### config.mk
export PLATFORM = sky130hd
export DESIGN_NAME = asa_ctrl
export DESIGN_NICKNAME = d
export VERILOG_FILES = /design/src/sv/asa_pkg.sv /design/src/sv/asa_ctrl.sv
export SDC_FILE = /design/constraint.sdc
export NUM_CORES = 1
export LEC_CHECK = 0
export BUFFER_PORTS_ARGS = -buffer_cell sky130_fd_sc_hd__clkbuf_2
export CAP_MARGIN = 20
export CORE_ASPECT_RATIO = 1.2
export CORE_MARGIN = 2
export CORE_UTILIZATION = 40
export DETAILED_ROUTE_END_ITERATION = 7
export HOLD_SLACK_MARGIN = 0.06
export PLACE_DENSITY = 0.77
export SLEW_MARGIN = 20
export SYNTH_ARGS = -nofsm -noshare
export SYNTH_HDL_FRONTEND = slang
export SYNTH_SLANG_ARGS = --single-unit
export TNS_END_PERCENT = 100
### constraint.sdc
create_clock -name clk -period 2.2 [get_ports clk]
set_clock_uncertainty 0.05 [all_clocks]
set_input_delay 0.33 -clock clk [delete_from_list [all_inputs] [get_ports clk]]
set_output_delay 0.33 -clock clk [all_outputs]
set_load 0.005 [all_outputs]
### src/sv/asa_pkg.sv
// Shared types, constants and helpers of the adaptive sample averager.
`timescale 1ns / 1ps
package asa_pkg;

  localparam int CHANNELS = 10;
  localparam int CH_W = $clog2(CHANNELS);
  localparam int DEF_MAX_SAMPLES = 32;
  localparam int COUNT_W = 6;
  localparam int LIM_W = COUNT_W + 1;
  localparam int MEAN_W = 24;
  localparam int INV_W = 20;
  localparam int FLOOR_W = 16;
  localparam int SAMPLE_W = 16;
  localparam int CFG_IDX_W = 3;
  localparam int CFG_DATA_W = 20;

  localparam logic [1:0] ST_OK = 2'd0;
  localparam logic [1:0] ST_SENSOR_ERROR = 2'd1;
  localparam logic [1:0] ST_NOT_CONVERGED = 2'd2;

  localparam logic [CFG_IDX_W-1:0] CFG_PRECISE = 3'd0;
  localparam logic [CFG_IDX_W-1:0] CFG_MIN_SAMPLES = 3'd1;
  localparam logic [CFG_IDX_W-1:0] CFG_MAX_ATTEMPTS = 3'd2;
  localparam logic [CFG_IDX_W-1:0] CFG_INV_TARGET = 3'd3;
  localparam logic [CFG_IDX_W-1:0] CFG_NOISE_FLOOR = 3'd4;
  localparam logic [CFG_IDX_W-1:0] CFG_CONFIRM = 3'd5;

  typedef struct packed {
    logic        read_ok;
    logic [15:0] sample_0;
    logic [15:0] sample_1;
    logic [15:0] sample_2;
    logic [15:0] sample_3;
    logic [15:0] sample_4;
    logic [15:0] sample_5;
    logic [15:0] sample_6;
    logic [15:0] sample_7;
    logic [15:0] sample_8;
    logic [15:0] sample_9;
  } in_item_t;

  typedef struct packed {
    logic [1:0]  status;
    logic [23:0] mean_0;
    logic [23:0] mean_1;
    logic [23:0] mean_2;
    logic [23:0] mean_3;
    logic [23:0] mean_4;
    logic [23:0] mean_5;
    logic [23:0] mean_6;
    logic [23:0] mean_7;
    logic [23:0] mean_8;
    logic [23:0] mean_9;
  } out_item_t;

  typedef struct packed {
    logic               precise_mode;
    logic [5:0]         min_samples;
    logic [5:0]         max_attempts;
    logic [INV_W-1:0]   inv_target_squared;
    logic [FLOOR_W-1:0] noise_floor;
    logic [1:0]         confirm_hits;
  } cfg_t;

  typedef logic [CHANNELS-1:0][MEAN_W-1:0] mean_vec_t;

  typedef enum logic [3:0] {
    S_IDLE,
    S_ACC,
    S_DECIDE,
    S_CHK_A,
    S_CHK_B,
    S_CHK_C,
    S_CHK_D,
    S_CHK_END,
    S_DIV_INIT,
    S_DIV_STEP,
    S_DIV_STORE,
    S_LOAD
  } state_t;

  typedef struct packed {
    logic            load;
    logic            acc;
    logic            chk_start;
    logic            chk_a;
    logic            chk_b;
    logic            chk_c;
    logic            chk_d;
    logic            hit_inc;
    logic            hit_clr;
    logic            div_init;
    logic            div_step;
    logic            div_store;
    logic            clear;
    logic            result_load;
    logic [CH_W-1:0] ch;
    logic [1:0]      status;
  } dp_cmd_t;

  typedef struct packed {
    logic               good;
    logic [COUNT_W-1:0] valid_count;
    logic [COUNT_W-1:0] attempt_count;
    logic [1:0]         hit_streak;
    logic               any_tested;
    logic               all_pass;
  } dp_stat_t;

  function automatic logic [SAMPLE_W-1:0] sample_at(in_item_t d, logic [CH_W-1:0] i);
    logic [SAMPLE_W-1:0] v;
    case (i)
      4'd0: v = d.sample_0;
      4'd1: v = d.sample_1;
      4'd2: v = d.sample_2;
      4'd3: v = d.sample_3;
      4'd4: v = d.sample_4;
      4'd5: v = d.sample_5;
      4'd6: v = d.sample_6;
      4'd7: v = d.sample_7;
      4'd8: v = d.sample_8;
      4'd9: v = d.sample_9;
      default: v = '0;
    endcase
    return v;
  endfunction

  function automatic out_item_t build_result(logic [1:0] status, mean_vec_t m);
    out_item_t r;
    mean_vec_t z;
    z = (status == ST_OK) ? m : '0;
    r.status = status;
    r.mean_0 = z[0];
    r.mean_1 = z[1];
    r.mean_2 = z[2];
    r.mean_3 = z[3];
    r.mean_4 = z[4];
    r.mean_5 = z[5];
    r.mean_6 = z[6];
    r.mean_7 = z[7];
    r.mean_8 = z[8];
    r.mean_9 = z[9];
    return r;
  endfunction

endpackage

### src/sv/asa_ctrl.sv
// Sequencing state machine of the averager.
`timescale 1ns / 1ps
module asa_ctrl #(
  parameter int MAX_SAMPLES = asa_pkg::DEF_MAX_SAMPLES
) (
  input  logic              clk,
  input  logic              rst,
  input  asa_pkg::cfg_t     cfg,
  input  asa_pkg::dp_stat_t stat,
  input  logic              sample_valid,
  input  logic              out_free,
  output logic              sample_stall,
  output asa_pkg::dp_cmd_t  cmd
);
  import asa_pkg::*;

  localparam int NUM_W = SAMPLE_W + $clog2(MAX_SAMPLES) + 8;
  localparam int BIT_W = $clog2(NUM_W);

  state_t          state, state_next;
  logic [CH_W-1:0] ch, ch_next;
  logic [BIT_W-1:0] bitc, bitc_next;
  logic [1:0]      res_status, res_status_next;

  logic [LIM_W-1:0] limit;
  logic [LIM_W-1:0] need;
  logic [1:0]       confirm;
  logic             at_limit;
  logic             last_ch;
  logic [1:0]       hit_n;
  logic [1:0]       end_status;

  assign limit = (cfg.max_attempts == '0) ? LIM_W'(1) :
                 (LIM_W'(cfg.max_attempts) > LIM_W'(MAX_SAMPLES)) ? LIM_W'(MAX_SAMPLES) :
                 LIM_W'(cfg.max_attempts);
  assign need = (cfg.min_samples < 6'd2) ? LIM_W'(2) : LIM_W'(cfg.min_samples);
  assign confirm = (cfg.confirm_hits == 2'd0) ? 2'd1 : cfg.confirm_hits;
  assign at_limit = LIM_W'(stat.attempt_count) >= limit;
  assign last_ch = ch == CH_W'(CHANNELS - 1);
  assign hit_n = stat.hit_streak + 2'd1;
  assign end_status = (stat.valid_count != '0) ? ST_NOT_CONVERGED : ST_SENSOR_ERROR;

  always_ff @(posedge clk) begin
    if (rst) begin
      state <= S_IDLE;
      ch <= '0;
      bitc <= '0;
      res_status <= ST_OK;
    end else begin
      state <= state_next;
      ch <= ch_next;
      bitc <= bitc_next;
      res_status <= res_status_next;
    end
  end

  always_comb begin
    state_next = state;
    ch_next = ch;
    bitc_next = bitc;
    res_status_next = res_status;
    case (state)
      S_IDLE: begin
        if (sample_valid) begin
          state_next = S_ACC;
          ch_next = '0;
        end
      end
      S_ACC: begin
        if (last_ch) begin
          state_next = S_DECIDE;
        end else begin
          ch_next = ch + 1'b1;
        end
      end
      S_DECIDE: begin
        ch_next = '0;
        if (!cfg.precise_mode) begin
          if (stat.valid_count != '0) begin
            res_status_next = ST_OK;
            state_next = S_DIV_INIT;
          end else begin
            res_status_next = ST_SENSOR_ERROR;
            state_next = S_LOAD;
          end
        end else if (stat.good && LIM_W'(stat.valid_count) >= need) begin
          state_next = S_CHK_A;
        end else if (at_limit) begin
          res_status_next = end_status;
          state_next = S_LOAD;
        end else begin
          state_next = S_IDLE;
        end
      end
      S_CHK_A: state_next = S_CHK_B;
      S_CHK_B: state_next = S_CHK_C;
      S_CHK_C: state_next = S_CHK_D;
      S_CHK_D: begin
        if (last_ch) begin
          state_next = S_CHK_END;
        end else begin
          ch_next = ch + 1'b1;
          state_next = S_CHK_A;
        end
      end
      S_CHK_END: begin
        ch_next = '0;
        if (!stat.any_tested || (stat.all_pass && hit_n >= confirm)) begin
          res_status_next = ST_OK;
          state_next = S_DIV_INIT;
        end else if (at_limit) begin
          res_status_next = end_status;
          state_next = S_LOAD;
        end else begin
          state_next = S_IDLE;
        end
      end
      S_DIV_INIT: begin
        bitc_next = '0;
        state_next = S_DIV_STEP;
      end
      S_DIV_STEP: begin
        if (bitc == BIT_W'(NUM_W - 1)) begin
          state_next = S_DIV_STORE;
        end else begin
          bitc_next = bitc + 1'b1;
        end
      end
      S_DIV_STORE: begin
        if (last_ch) begin
          state_next = S_LOAD;
        end else begin
          ch_next = ch + 1'b1;
          state_next = S_DIV_INIT;
        end
      end
      S_LOAD: begin
        if (out_free) begin
          state_next = S_IDLE;
        end
      end
      default: state_next = S_IDLE;
    endcase
  end

  always_comb begin
    cmd = '0;
    cmd.ch = ch;
    cmd.status = res_status;
    sample_stall = 1'b1;
    case (state)
      S_IDLE: begin
        sample_stall = 1'b0;
        cmd.load = sample_valid;
      end
      S_ACC: cmd.acc = 1'b1;
      S_DECIDE: cmd.chk_start = 1'b1;
      S_CHK_A: cmd.chk_a = 1'b1;
      S_CHK_B: cmd.chk_b = 1'b1;
      S_CHK_C: cmd.chk_c = 1'b1;
      S_CHK_D: cmd.chk_d = 1'b1;
      S_CHK_END: begin
        cmd.hit_inc = stat.any_tested && stat.all_pass;
        cmd.hit_clr = stat.any_tested && !stat.all_pass;
      end
      S_DIV_INIT: cmd.div_init = 1'b1;
      S_DIV_STEP: cmd.div_step = 1'b1;
      S_DIV_STORE: cmd.div_store = 1'b1;
      S_LOAD: begin
        cmd.result_load = out_free;
        cmd.clear = out_free;
      end
      default: cmd = '0;
    endcase
  end

endmodule

# ---- Yosys cells after proc, flatten, opt, wreduce, memory -nomap -nowiden
# Index checks and enable logic that the tools add are counted.
dict set report totals {
  romBits 0
  latch_bits 0
  ramBits 0
  output_inout_bits 21
  mem_count 0
  reg_bits 15
  wordCells 95
}
dict set report classes {
  mul 0
  n_eq_ne 20
  bitwise 0
  n_shift 0
  div 0
  order_cmp 5
  muxes 42
  add_sub_neg 3
  n_reduce_logical 21
}
# operator n
set ops {}
lappend ops {{4-bit case mux with 12 select lines} 1}
lappend ops {{4-bit 2-to-1 mux} 10}
lappend ops {{6-bit 2-to-1 mux} 4}
lappend ops {{4-bit equality test (second input constant)} 5}
lappend ops {{2-bit 2-to-1 mux} 10}
lappend ops {{4-bit by 3-bit equality test with 1-bit output (second input constant)} 4}
lappend ops {{6-bit greater-or-equal comparator} 2}
lappend ops {{1-bit 2-to-1 mux} 12}
lappend ops {{2-bit inequality test (second input constant)} 6}
lappend ops {{4-bit case mux with 3 select lines} 1}
lappend ops {{12-bit OR reduction} 1}
lappend ops {{5-bit case mux with 2 select lines} 1}
lappend ops {{4-bit by 2-bit equality test with 1-bit output (second input constant)} 2}
lappend ops {{6-bit greater-than comparator (second input constant)} 1}
lappend ops {{6-bit zero test} 1}
lappend ops {{6-bit by 2-bit less-than comparator with 1-bit output (second input constant)} 1}
lappend ops {{6-bit nonzero test} 1}
lappend ops {{5-bit by 1-bit adder with 5-bit output (second input constant)} 1}
lappend ops {{5-bit equality test (second input constant)} 1}
lappend ops {{5-bit 2-to-1 mux} 1}
lappend ops {{4-bit by 1-bit adder with 4-bit output (second input constant)} 1}
lappend ops {{4-bit by 1-bit equality test with 1-bit output (second input constant)} 1}
lappend ops {{1-bit logical AND} 4}
lappend ops {{4-bit zero test} 1}
lappend ops {{other kinds (15)} 18}

# ---- Depth between registers and ports, before layout
dict set report logic_depth {
  ltp_word 8
  ltp_mapped 9
  mapped_depth_nobuf 9
}

# ---- Worst setup path after synthesis
# Ideal clock, no wire load.
dict set report synth_timing {
  path_kind {in2reg}
  start {in cfg[46] (netlist name)}
  end {reg res_status[0]}
  slack_ns -0.011
  required_time_ns 2.049
  n_path_buf 0
  cell_stages 9
  t_arrival_ns 2.060
  cell_sequence {inv_1 > nand4_1 > o21a_1 > ha_1 > or3b_1 > o2111ai_2 > a211oi_2 > or3_1 > o41ai_1}
}
dict set report synth_between {
  elab_chain_len 6
}
# item line
set synth_rtl {}
lappend synth_rtl {{start, declared} asa_ctrl.sv:8} ;# input asa_pkg::cfg_t cfg,
lappend synth_rtl {{6-bit by 2-bit less-than comparator with 1-bit output} asa_ctrl.sv:36} ;# assign need = (cfg.min_samples < 6'd2) ? LIM_W'(2) : LIM_W'(cfg.min_samples);
lappend synth_rtl {{6-bit 2-to-1 mux *} asa_ctrl.sv:36}
lappend synth_rtl {{6-bit greater-or-equal comparator *} asa_ctrl.sv:86} ;# end else if (stat.good && LIM_W'(stat.valid_count) >= need) begin
lappend synth_rtl {{1-bit logical AND *} asa_ctrl.sv:86}
lappend synth_rtl {{3-bit inequality test (no line) *} n/a}
lappend synth_rtl {{2-bit AND reduction (no line) *} n/a}
lappend synth_rtl {{end signal, assigned} asa_ctrl.sv:53} ;# res_status <= res_status_next;
lappend synth_rtl {{end, declared} asa_ctrl.sv:23} ;# logic [1:0] res_status, res_status_next;
# Mark *: on every way between the ends. The rest lies on a longest branch, timed or not.
# A chain may end at the register's enable or synchronous reset.

# ---- Final worst setup path
dict set report layout_timing {
  start {in cfg[48] (netlist name)}
  end {reg res_status[0]}
}
# The elaborated chain is that of the path after synthesis.

==> run summary <==
Worst EP arrival - 2.22 ns
Cell Rows - 25
vias in the first global route - 1604
CTS sink count - 15
GRT Overall Usage - 17.78%
Async S/R FF share, synth - 0%
R2R cell count - 5
top cells by area, synth - dfxtp_1, ha_1, nor2_1
main flop type after synthesis - dfxtp_1
CP Capture Type - register
WL/cell - 11.52 um
most common cell in the netlist - nor2_1
Worst Tran Pin Value - 0.5638 ns
Cell Area, Placed - 0.002013 mm2
unrepaired setup endpoints after global routing - yes
grt ovf - 0
setup TNS - 0 ns
nets@finish - 369
cts hold-fix bufs - 0
Cell Int Power - 0.0006853 W
Layout fillers - 382
Synth area leader - dfxtp_1
fin. max-slew vios - 0
switching fraction of total power - 39.61%
H-tree depth - 1
Post-synth top cells - nor2_1, ha_1, inv_1
post-layout instance area - 0.002072 mm2
hold crit path type - in2reg
P_leak - 0.9599 nW
die area - 0.004558 mm2
Max-slew headroom - 62.36%
port bufs - 56
Logic pwr share - 47.5%
DP HPWL - 3181 um
status - completed
Max-Cap Viols - 0
EDFF count, synth - 0
area occupied by multi-input gates - 0.001205 mm2
CTS tree - built
Initial DRC Count - 87
Syn Area/Cell - 7.572 um2
Fin. Hold Viols - 0
Die X - 61.97 um
fmax - 473.3 MHz
reg-to-reg endpoint - ch[2]
Worst Hold Depth - 4
VDD IR max - 0.2239 mV
fin crit share - 96.03%
Hold Path Sink - res_status[0]
synthesized cell area - 0.001613 mm2
post_cts resized - 0
largest net degree at the start of global routing - 19
Crit path required time - 2.31 ns
initial antenna violation count - 0
share of cells above drive strength 1 - 30.94%
Max clock buf depth - 2
Syn. warnings - 0
starting density of the core - 41.25%
Die Y - 73.56 um
worst-path maximum fanout - 4
CTS Buf Count - 3
Clock power frac - 20.3%
DR DRC count - 0
register area - 300.3 um2
core area - 0.003910 mm2
Seq/Total Area, Yosys - 18.62%
n_diodes - 0
DRT Wirelength - 3824 um
DR vias - 1745
Reg clk slew, reported paths - 0.07 ns
final setup vio count - 0
Sequential Power Share - 32.1%
Mapped Nets - 303
Post-DRT Antenna Nets - 0
IO Pins - 93
number of setup buffers added after CTS - 0
Synth Instances - 213
P_sw - 0.0004495 W
R2R setup slack - 0.25 ns
synthesized flop and latch total - 15
Final min period - 2.113 ns
Worst setup SP type - input port
routability cong. - 0.8484
router iterations before antenna repair - 5
RR Startpoint - state[2]
PwrDens - 547.7 mW/mm2
global-route wire length before repair - 6320 um
Hold Startpoint - stat[10]
Layout Area Growth over Synthesis - 28.47%
clock latency on the worst-skew pair - 0.25 ns
Distinct cells, synth - 59
top cell type's share of synthesized area - 18.62%
Vias/cell - 5.256
Clock Root Buffer - clkbuf_8
critical path class - in2reg
per-stage QoR:
stage,instances,setup slack (ns),hold WS [ns],power (W),utilization (%)
finish,332,0.08729,0.3966,0.001135,52.99
floorplan,213,0.05172,0.4121,0.0007278,-
global placement,328,-0.2116,0.4415,0.0009002,51.49
detailed placement,328,-0.2103,0.4503,0.0009092,51.49
global route,332,-0.04736,0.4180,0.001230,52.99
CTS,332,0.04516,0.3917,0.001141,52.67
area by class of cell:
class | count | area share, %
clock buffer | 3 | 1.993
clock inverter | 1 | 0.2415
inverter | 18 | 3.261
multi-input combinational | 171 | 58.15
sequential | 15 | 14.49
tap | 54 | 3.261
timing repair buffer | 70 | 18.60
per-layer routing:
| metal | vias to the layer above | part of all wire [%] | wire length (um) | GRT usage, % |
|---|---|---|---|---|
| met4 | 0 | 1.3 | 48 | 6.383 |
| met2 | 46 | 51 | 1939 | 32.99 |
| met3 | 6 | 4.4 | 168 | 2.289 |
| li1 | 909 | - | - | - |
| met1 | 784 | 44 | 1668 | 19.74 |
| met5 | - | 0 | 0 | 0 |
worst max-delay path by stage:
| stage | start | end | slack [ns] | cells past startpoint |
|---|---|---|---|---|
| floorplan | cfg[46] | res_status[0] | 0.05 | 9 |
| global route | cfg[48] | res_status[0] | -0.05 | 10 |
| finish | cfg[48] | res_status[0] | 0.09 | 10 |
| detailed placement | cfg[49] | res_status[0] | -0.21 | 10 |
| global placement | cfg[46] | res_status[0] | -0.21 | 10 |
| CTS | cfg[49] | res_status[0] | 0.05 | 10 |
sequential cells by signal, indices dropped and copies added, names as in the netlist:
register / flops
bitc: 5
ch: 4
res_status: 2
state: 4
power groups by stage:
stage                     clock (W)  combinational (W)  sequential, W
after CTS                  0.000236           0.000542       0.000364
after global routing       0.000242           0.000611       0.000377
after global placement            0           0.000531       0.000370
after detailed placement          0           0.000538       0.000371
after floorplan                   0           0.000405       0.000323
final                      0.000231           0.000539       0.000365
layout by cell type, fill, tap and decap left out, types with 2 or more instances in the layout:
master	synthesis	layout
nor3_1	9	9
nand2_1	17	17
a31oi_1	2	2
nand4b_1	2	2
nand3b_1	3	3
and2_1	6	6
nand2b_1	5	5
nor2_1	21	21
ha_1	18	18
inv_1	18	18
o21a_1	3	3
o21ai_0	10	10
o31ai_1	4	3
and3_1	3	3
nor4_1	2	2
a21oi_1	8	8
nand4_1	4	4
nand3_1	4	4
or2_2	4	4
xor2_1	5	5
clkbuf_2	1	56
a21boi_0	2	2
clkbuf_8	0	3
or4_1	2	2
nor2b_1	4	4
a221oi_1	2	2
dfxtp_1	15	15
o211ai_1	2	2
buf_4	2	14
kinds of logic after synthesis:
logic type | count (synthesis) | synth area share [%]
AO/OA/AOI/OAI | 53 | 24.83
flip-flops | 15 | 18.62
multiplexers | 1 | 0.6207
buffers and inverters | 27 | 7.447
adder cells (fa/ha/maj) | 18 | 13.96
XOR/XNOR | 6 | 3.258
AND/OR/NAND/NOR | 93 | 31.26
worst max-delay path, cell delays in order:
cell       delay [ns]
clkbuf_2         0.08
inv_1            0.08
nand4_1          0.10
o21a_1           0.19
ha_1             0.26
or3b_1           0.37
o2111ai_2        0.12
a211oi_2         0.13
or3_1            0.36
o41ai_2          0.21
(Power assumes the default switching activity.)
